**config.mk**
```make
export PLATFORM = sky130hd
export DESIGN_NAME = bes_ctrl
export DESIGN_NICKNAME = d
export VERILOG_FILES = /design/src/rtl/core/bes_pkg.sv /design/src/rtl/core/bes_ctrl.sv
export VERILOG_INCLUDE_DIRS = /design/src /design/src/rtl/core
export SDC_FILE = /design/constraint.sdc
export NUM_CORES = 1
export LEC_CHECK = 0
export BUFFER_PORTS_ARGS = -buffer_cell sky130_fd_sc_hd__buf_2
export CAP_MARGIN = 20
export CORE_AREA = 2 2 39 41
export CTS_CLUSTER_SIZE = 12
export DETAILED_ROUTE_END_ITERATION = 12
export DIE_AREA = 0 0 41 43
export PLACE_DENSITY = 0.73
export REMOVE_ABC_BUFFERS = 1
export SYNTH_ARGS = -nofsm -noshare
export SYNTH_HDL_FRONTEND = slang
export SYNTH_SLANG_ARGS = --single-unit
```
**constraint.sdc**
```tcl
create_clock -name clk -period 1.9 [get_ports clk]
set_input_delay 0.095 -clock clk [delete_from_list [all_inputs] [get_ports clk]]
set_output_delay 0.095 -clock clk [all_outputs]
set_load 0.005 [all_outputs]
```
**src/rtl/core/bipartite_edge_swap_engine_top_assert.svh**
```systemverilog
// Assertion macros shared by the edge swap engine.
// Each macro takes a label, a clock, a reset, an antecedent and a consequent.
`ifndef BIPARTITE_EDGE_SWAP_ENGINE_TOP_ASSERT_SVH
`define BIPARTITE_EDGE_SWAP_ENGINE_TOP_ASSERT_SVH

`ifndef SYNTHESIS

// Same-cycle implication.
`define BES_ASSERT_IMP(lbl, ck, rs, ante, cons) \
  lbl: assert property (@(posedge ck) disable iff (rs) (ante) |-> (cons)) \
    else $error("assertion failed");

// Next-cycle implication.
`define BES_ASSERT_NXT(lbl, ck, rs, ante, cons) \
  lbl: assert property (@(posedge ck) disable iff (rs) (ante) |=> (cons)) \
    else $error("assertion failed");

`else

`define BES_ASSERT_IMP(lbl, ck, rs, ante, cons)
`define BES_ASSERT_NXT(lbl, ck, rs, ante, cons)

`endif

`endif

```
**src/rtl/core/bes_pkg.sv**
```systemverilog
`timescale 1ns / 1ps
`default_nettype none

package bes_pkg;

  localparam int EDGE_AW    = 16;
  localparam int NODE_AW    = 16;
  localparam int EDGE_DEPTH = 1 << EDGE_AW;
  localparam int NODE_DEPTH = 1 << NODE_AW;
  localparam int MAX_EDGES  = EDGE_DEPTH;
  localparam int CNT_W      = EDGE_AW + 1;
  localparam int CMD_W      = 2;
  localparam int STATUS_W   = 3;

  localparam int IN_TDATA_W  = 104;
  localparam int OUT_TDATA_W = 40;

  localparam logic [CMD_W-1:0] CMD_WR_EDGE = 2'd0;
  localparam logic [CMD_W-1:0] CMD_WR_NODE = 2'd1;
  localparam logic [CMD_W-1:0] CMD_SWAP    = 2'd2;
  localparam logic [CMD_W-1:0] CMD_RD_EDGE = 2'd3;

  localparam logic [STATUS_W-1:0] ST_DONE    = 3'd0;
  localparam logic [STATUS_W-1:0] ST_SWAPPED = 3'd1;
  localparam logic [STATUS_W-1:0] ST_SAME    = 3'd2;
  localparam logic [STATUS_W-1:0] ST_LINK    = 3'd3;
  localparam logic [STATUS_W-1:0] ST_RANGE   = 3'd4;

  typedef struct packed {
    logic [CMD_W-1:0]   command;
    logic [EDGE_AW-1:0] edge_a;
    logic [EDGE_AW-1:0] edge_b;
    logic [NODE_AW-1:0] top_node;
    logic [NODE_AW-1:0] bottom_node;
    logic [EDGE_AW-1:0] first_edge;
    logic [CNT_W-1:0]   node_degree;
  } in_item_t;

  typedef struct packed {
    logic [STATUS_W-1:0] status;
    logic [NODE_AW-1:0]  read_top;
    logic [NODE_AW-1:0]  read_bottom;
  } out_item_t;

  // Commands from the controller to the datapath.
  typedef struct packed {
    logic                cap_in;
    logic                wr_edge;
    logic                wr_node;
    logic                rd_a;
    logic                rd_b;
    logic                cap_a;
    logic                cap_b;
    logic                cap_rd;
    logic                rd_node;
    logic                node_sel;
    logic                set_range;
    logic                scan_step;
    logic                wr_swap_a;
    logic                wr_swap_b;
    logic                set_status;
    logic [STATUS_W-1:0] status_code;
    logic                load_out;
  } dp_cmd_t;

  // Status from the datapath to the controller.
  typedef struct packed {
    logic [CMD_W-1:0] command;
    logic             same_edge;
    logic             out_of_range;
    logic             scan_done;
    logic             hit;
    logic             out_free;
  } dp_sts_t;

endpackage

`default_nettype wire

```
**src/rtl/core/bes_ctrl.sv**
```systemverilog
`timescale 1ns / 1ps
`default_nettype none

module bes_ctrl (
  input  logic             clk,
  input  logic             rst,
  input  logic             in_valid,
  output logic             in_ready,
  input  bes_pkg::dp_sts_t sts,
  output bes_pkg::dp_cmd_t cmd
);
  import bes_pkg::*;

  localparam logic [3:0] S_IDLE    = 4'd0;
  localparam logic [3:0] S_DECODE  = 4'd1;
  localparam logic [3:0] S_RDWAIT  = 4'd2;
  localparam logic [3:0] S_SW_RDB  = 4'd3;
  localparam logic [3:0] S_SW_CAPB = 4'd4;
  localparam logic [3:0] S_SETUP   = 4'd5;
  localparam logic [3:0] S_SCAN    = 4'd6;
  localparam logic [3:0] S_SWAP_A  = 4'd7;
  localparam logic [3:0] S_SWAP_B  = 4'd8;
  localparam logic [3:0] S_FINISH  = 4'd9;

  logic [3:0] state;
  logic [3:0] state_next;
  logic       pass;
  logic       pass_next;

  assign in_ready = state == S_IDLE;

  always_ff @(posedge clk) begin
    if (rst) begin
      state <= S_IDLE;
      pass  <= 1'b0;
    end else begin
      state <= state_next;
      pass  <= pass_next;
    end
  end

  always_comb begin
    cmd        = '0;
    state_next = state;
    pass_next  = pass;
    case (state)
      S_IDLE: begin
        if (in_valid) begin
          cmd.cap_in = 1'b1;
          state_next = S_DECODE;
        end
      end
      S_DECODE: begin
        case (sts.command)
          CMD_WR_EDGE: begin
            cmd.wr_edge     = 1'b1;
            cmd.set_status  = 1'b1;
            cmd.status_code = ST_DONE;
            state_next      = S_FINISH;
          end
          CMD_WR_NODE: begin
            cmd.wr_node     = 1'b1;
            cmd.set_status  = 1'b1;
            cmd.status_code = ST_DONE;
            state_next      = S_FINISH;
          end
          CMD_SWAP: begin
            if (sts.same_edge) begin
              cmd.set_status  = 1'b1;
              cmd.status_code = ST_SAME;
              state_next      = S_FINISH;
            end else if (sts.out_of_range) begin
              cmd.set_status  = 1'b1;
              cmd.status_code = ST_RANGE;
              state_next      = S_FINISH;
            end else begin
              cmd.rd_a   = 1'b1;
              state_next = S_SW_RDB;
            end
          end
          default: begin
            cmd.rd_a        = 1'b1;
            cmd.set_status  = 1'b1;
            cmd.status_code = ST_DONE;
            state_next      = S_RDWAIT;
          end
        endcase
      end
      S_RDWAIT: begin
        cmd.cap_rd = 1'b1;
        state_next = S_FINISH;
      end
      S_SW_RDB: begin
        cmd.cap_a  = 1'b1;
        cmd.rd_b   = 1'b1;
        state_next = S_SW_CAPB;
      end
      S_SW_CAPB: begin
        cmd.cap_b    = 1'b1;
        cmd.rd_node  = 1'b1;
        cmd.node_sel = 1'b0;
        pass_next    = 1'b0;
        state_next   = S_SETUP;
      end
      S_SETUP: begin
        cmd.set_range = 1'b1;
        state_next    = S_SCAN;
      end
      S_SCAN: begin
        if (!sts.scan_done) begin
          cmd.scan_step = 1'b1;
        end else if (sts.hit) begin
          cmd.set_status  = 1'b1;
          cmd.status_code = ST_LINK;
          state_next      = S_FINISH;
        end else if (!pass) begin
          cmd.rd_node  = 1'b1;
          cmd.node_sel = 1'b1;
          pass_next    = 1'b1;
          state_next   = S_SETUP;
        end else begin
          state_next = S_SWAP_A;
        end
      end
      S_SWAP_A: begin
        cmd.wr_swap_a = 1'b1;
        state_next    = S_SWAP_B;
      end
      S_SWAP_B: begin
        cmd.wr_swap_b   = 1'b1;
        cmd.set_status  = 1'b1;
        cmd.status_code = ST_SWAPPED;
        state_next      = S_FINISH;
      end
      S_FINISH: begin
        if (sts.out_free) begin
          cmd.load_out = 1'b1;
          state_next   = S_IDLE;
        end
      end
      default: begin
        state_next = S_IDLE;
      end
    endcase
  end

`include "bipartite_edge_swap_engine_top_assert.svh"

  `BES_ASSERT_IMP(a_load_when_free, clk, rst, cmd.load_out, sts.out_free)
  `BES_ASSERT_IMP(a_swap_pair, clk, rst, cmd.wr_swap_b, $past(cmd.wr_swap_a))
  `BES_ASSERT_IMP(a_no_swap_on_hit, clk, rst, cmd.wr_swap_a, !sts.hit)
  `BES_ASSERT_NXT(a_hit_ends_swap, clk, rst, state == S_SCAN && sts.hit, state == S_FINISH)

endmodule

`default_nettype wire

```
Yosys cells after proc, flatten, opt, wreduce, memory -nomap -nowiden
Cells that the tools add are included.
- register bits after elaboration: 5
- input port bits: 10
- output and inout port bits: 20
- word-level logic and storage cells: 64
- eq/ne operators: 15
- multiplexer cells: 40
- reduce and logical (&&, ||, !) cells: 7
- operators with widths (operator ; count):
    $mux W4 ; 11
    $pmux W4 S9 ; 1
    $mux W1 ; 17
    $eq A4 B3 Y1 const B ; 4
    $pmux W4 S3 ; 1
    $mux W2 ; 5
    $eq A4 B2 Y1 const B ; 2
    $eq A4 B4 Y1 const B ; 2
    $ne A2 B2 Y1 const B ; 4
    $pmux W4 S2 ; 1
    $reduce_and A3 Y1 ; 2
    $eq A4 B1 Y1 const B ; 1
    $logic_not A4 Y1 ; 1
    $pmux W1 S2 ; 2
    $pmux W2 S2 ; 1
    $reduce_or A2 Y1 ; 2
    $mux W3 ; 1
    $eq A2 B1 Y1 const B ; 1
    $eq A2 B2 Y1 const B ; 1
    $logic_not A2 Y1 ; 1
    $reduce_bool A2 Y1 ; 1

Logic depth before layout (Yosys ltp)
- depth after elaboration: 4
- depth in mapped cells: 5
- gate-level depth less buffers: 4

Worst setup path after synthesis
OpenSTA, ideal clock, no wires.
- kind: register -> output
- start point: reg state[1]
- end point: out cmd[3] (netlist bit)
- arrival time: 1275 ps
- data required time: 1805 ps
- path slack: 530 ps
- cell stages (with the launch flop): 5
- buffers on the path: 1
- cell sequence: dfxtp_1 nand2b_1 or3_1 buf_2 nor4b_1
- RTL lines (element ; RTL line ; text):
    start: declaration ; bes_ctrl.sv:25 ; logic [3:0] state;
    start signal: assignment ; bes_ctrl.sv:37 ; state <= state_next;
    end: declaration ; bes_ctrl.sv:10 ; output bes_pkg::dp_cmd_t cmd

==> flow_metrics.py <==
metrics = {
    "floorplanning": {
        "die_area_mm2": 0.00176,
        "die_h_um": 43,
        "die_width_um": 41,
        "io_pins": 30,
        "floorplan.core_area_mm2": 0.00138,
        "start_util_pct": 38.2,
        "rows": 14,
    },
    "global_routing": {
        "grt_max_degree": 15,
        "grt_pass1_vias": 572,
        "grt_usage_pct": 18.6,
        "grt_overflow_total": 0,
        "grt_antenna_before_repair": 0,
        "grt_pass1_wl_mm": 2.22,
    },
    "worst_setup_path": {
        "max_stage_delay_ns": 0.45,
        "r2r_slack_ns": 0.27,
        "cp_top_family": "simple AND/OR/NAND/NOR gates",
        "r2r_cells": 4,
        "crit_path_start_kind": "flop",
        "crit_required_ns": 1.80,
        "crit-reg2reg-launch": "state[3]",
        "critPathMaxFanout": 7,
        "critical_path_class": "flop to output port",
        "cp_num_buf_inv": 1,
        "critPathCaptureType": "output port",
        "crit_slowest_cell": "or3_1",
        "arrival_ns": 1.69,
        "crit_chain": "nand2b_1 -> or3_1 -> nor4b_1 -> buf_2",
        "rr_endpoint": "state[0]",
    },
    "route": {
        "ant_nets": 0,
        "drcViolationCount": 0,
        "routed_wl_mm": 1.49,
        "num_vias": 693,
        "vias_per_cell": 5.54,
        "drt_iter0_markers": 16,
        "drt_first_pass_iters": 4,
        "wl_per_cell_um": 11.9,
    },
    "sta": {
        "relSlewSlack_pct": 73.8,
        "period_needed_ns": 1.78,
        "tns_ns": 0,
        "fin_skew_ns": 0.00501,
        "final.period_utilization_pct": 93.8,
        "finalHoldViolCount": 0,
        "setup_viol": 0,
        "rsz0062_at_grt": "false",
        "max_slew.worst_pin.slew_ns": 0.384,
        "maxSlewViolCount": 0,
        "max_freq_mhz": 561,
    },
    "synth": {
        "yosysSeqAreaShare_pct": 19.0,
        "yosys.area.top_type_share_pct": 19.0,
        "muxShareOfSynthArea_pct": 0,
        "syn_inst": 80,
        "yosysTopAreaCell": "dfxtp_1",
        "synth_top_family_by_area": "simple AND/OR/NAND/NOR gates",
        "synth-seq-cells": 5,
        "yosys.area_share.simple_pct": 44.5,
        "syn_avg_cell_area_um2": 6.60,
        "synth-compound-area-share_pct": 26.1,
        "netlist_area_um2": 528,
        "synth_area_leaders": "dfxtp_1, nor3_1, nand2b_1, nor2_1, buf_2",
        "ys_types": 32,
        "synth_fa_ha_area_share_pct": 0,
        "synthXorXnorAreaFrac_pct": 0,
        "ys_warn_count": 0,
    },
    "power_and_ir_drop": {
        "powerDensity_mw_per_mm2": 595,
        "p_comb_share_pct": 38.5,
        "intPower_uw": 265,
        "seq_power_share_pct": 30.0,
        "peakVddDrop_v": 0.000381,
        "swShare_pct": 36.5,
        "total_leakage_power_uw": 0.000330,
        "p_sw_uw": 152,
        "clkPwrFrac_pct": 31.5,
    },
    "final_layout": {
        "layout.nets": 120,
        "multi_input_area_um2": 373,
        "fin_area_um2": 702,
        "final_cell_mix": "buf_2, nor3_1, nor2_1",
        "layout_commonest_cell": "buf_2",
        "stdcell_count": 125,
        "diodes": 0,
        "fillerInstances": 141,
        "drive_gt1_share_pct": 33.0,
        "utilization_pct": 50.7,
        "regArea_um2": 100,
        "syn_to_final_growth_pct": 32.9,
    },
    "clocking": {
        "clk_pin_slew_ns": 0.05,
        "clk_latency_ns": 0.25,
        "cts_root_buf": "clkbuf_4",
        "cts_setup_buffers": 0,
        "hold_buffers": 0,
        "cts.sink_count": 5,
        "cts_tree": "yes",
        "cts_buffer_depth": 2,
        "ctsHtreeMaxLevel": 1,
        "cts_inserted_buffers": 3,
        "cts_resized": 0,
    },
    "status": {
        "status": "completed",
    },
    "placement": {
        "place_inst": 121,
        "io_buffers": 29,
        "place_congestion": 0.767,
        "dp_hpwl_mm": 1.14,
        "dpl_cell_area_um2": 676,
    },
    "run": {
        "cap_violations": 0,
    },
    "min_path": {
        "worstHoldStart": "rst",
        "min_path_cells": 2,
        "hold_path_end": "pass",
        "hold_class": "input port to flop",
    },
}
cell type report:
class / count / share of cell area, %
Tap cell: 16 / 2.85
Sequential cell: 5 / 14.3
Inverter: 6 / 3.21
Timing Repair Buffer: 31 / 22.8
Multi-Input combinational cell: 63 / 53.1
Clock buffer: 4 / 3.74
per-stage QoR:
stage / hold WS, ns / worst slack [ns] / total power (µW)
after floorplan: 0.172 / 0.381 / 219
after CTS: 0.0879 / 0.119 / 421
after detailed placement: 0.348 / 0.300 / 286
final: 0.0899 / 0.118 / 418
after global routing: 0.0900 / 0.0401 / 458
after global placement: 0.345 / 0.371 / 284
registers in the layout, summed over array words and instances, names as in the netlist:
name,cells
state,4
pass,1
worst max-delay path by stage:
stage                     startpoint        to  slack, ns  depth (start not counted)
after floorplan             state[0]    cmd[3]       0.38                          3
after global placement      state[3]  state[0]       0.37                          4
after detailed placement    state[3]  state[0]       0.30                          4
after CTS                   state[1]    cmd[3]       0.12                          4
after global routing        state[1]    cmd[3]       0.04                          4
final                       state[1]    cmd[3]       0.12                          4
metal layers:
metal  vias to the layer above  routed length, µm  GRT usage (%)  share of wire [%]
met5                         -                  0              0                  0
met4                         0                 32           8.00                2.2
met3                         4                109           6.28                7.3
met2                        26                660           27.8                 44
met1                       317                684           23.2                 46
li1                        346                  -              -                  -
synthesized netlist by cell type (all sizes together):
library cell   n
nor2          11
nor3          11
nand2b         7
buf            6
inv            6
dfxtp          5
o21ai          5
a21oi          3
nand2          2
nor3b          2
o22ai          2
or3            2
a2111oi        1
a211oi         1
a21boi         1
a221oi         1
a32o           1
and2           1
and4bb         1
nand3          1
nor2b          1
nor4           1
nor4b          1
o21a           1
o22a           1
o2bb2ai        1
o31a           1
o41ai          1
or2            1
or3b           1
cell families (layout without fill, tap and decap cells):
family / after synthesis / count (layout)
AND/OR/NAND/NOR: 43 / 43
AO/OA/AOI/OAI: 20 / 20
buffers and inverters: 12 / 41
flip-flops: 5 / 5
power by group through the flow:
stage | Sequential, µW | Combinational [µW] | Clock [µW]
final | 125 | 161 | 132
after detailed placement | 127 | 159 | 0
after global routing | 127 | 183 | 147
after global placement | 126 | 158 | 0
after CTS | 125 | 160 | 136
after floorplan | 133 | 86.1 | 0
Power figures use the tool's default switching activity.
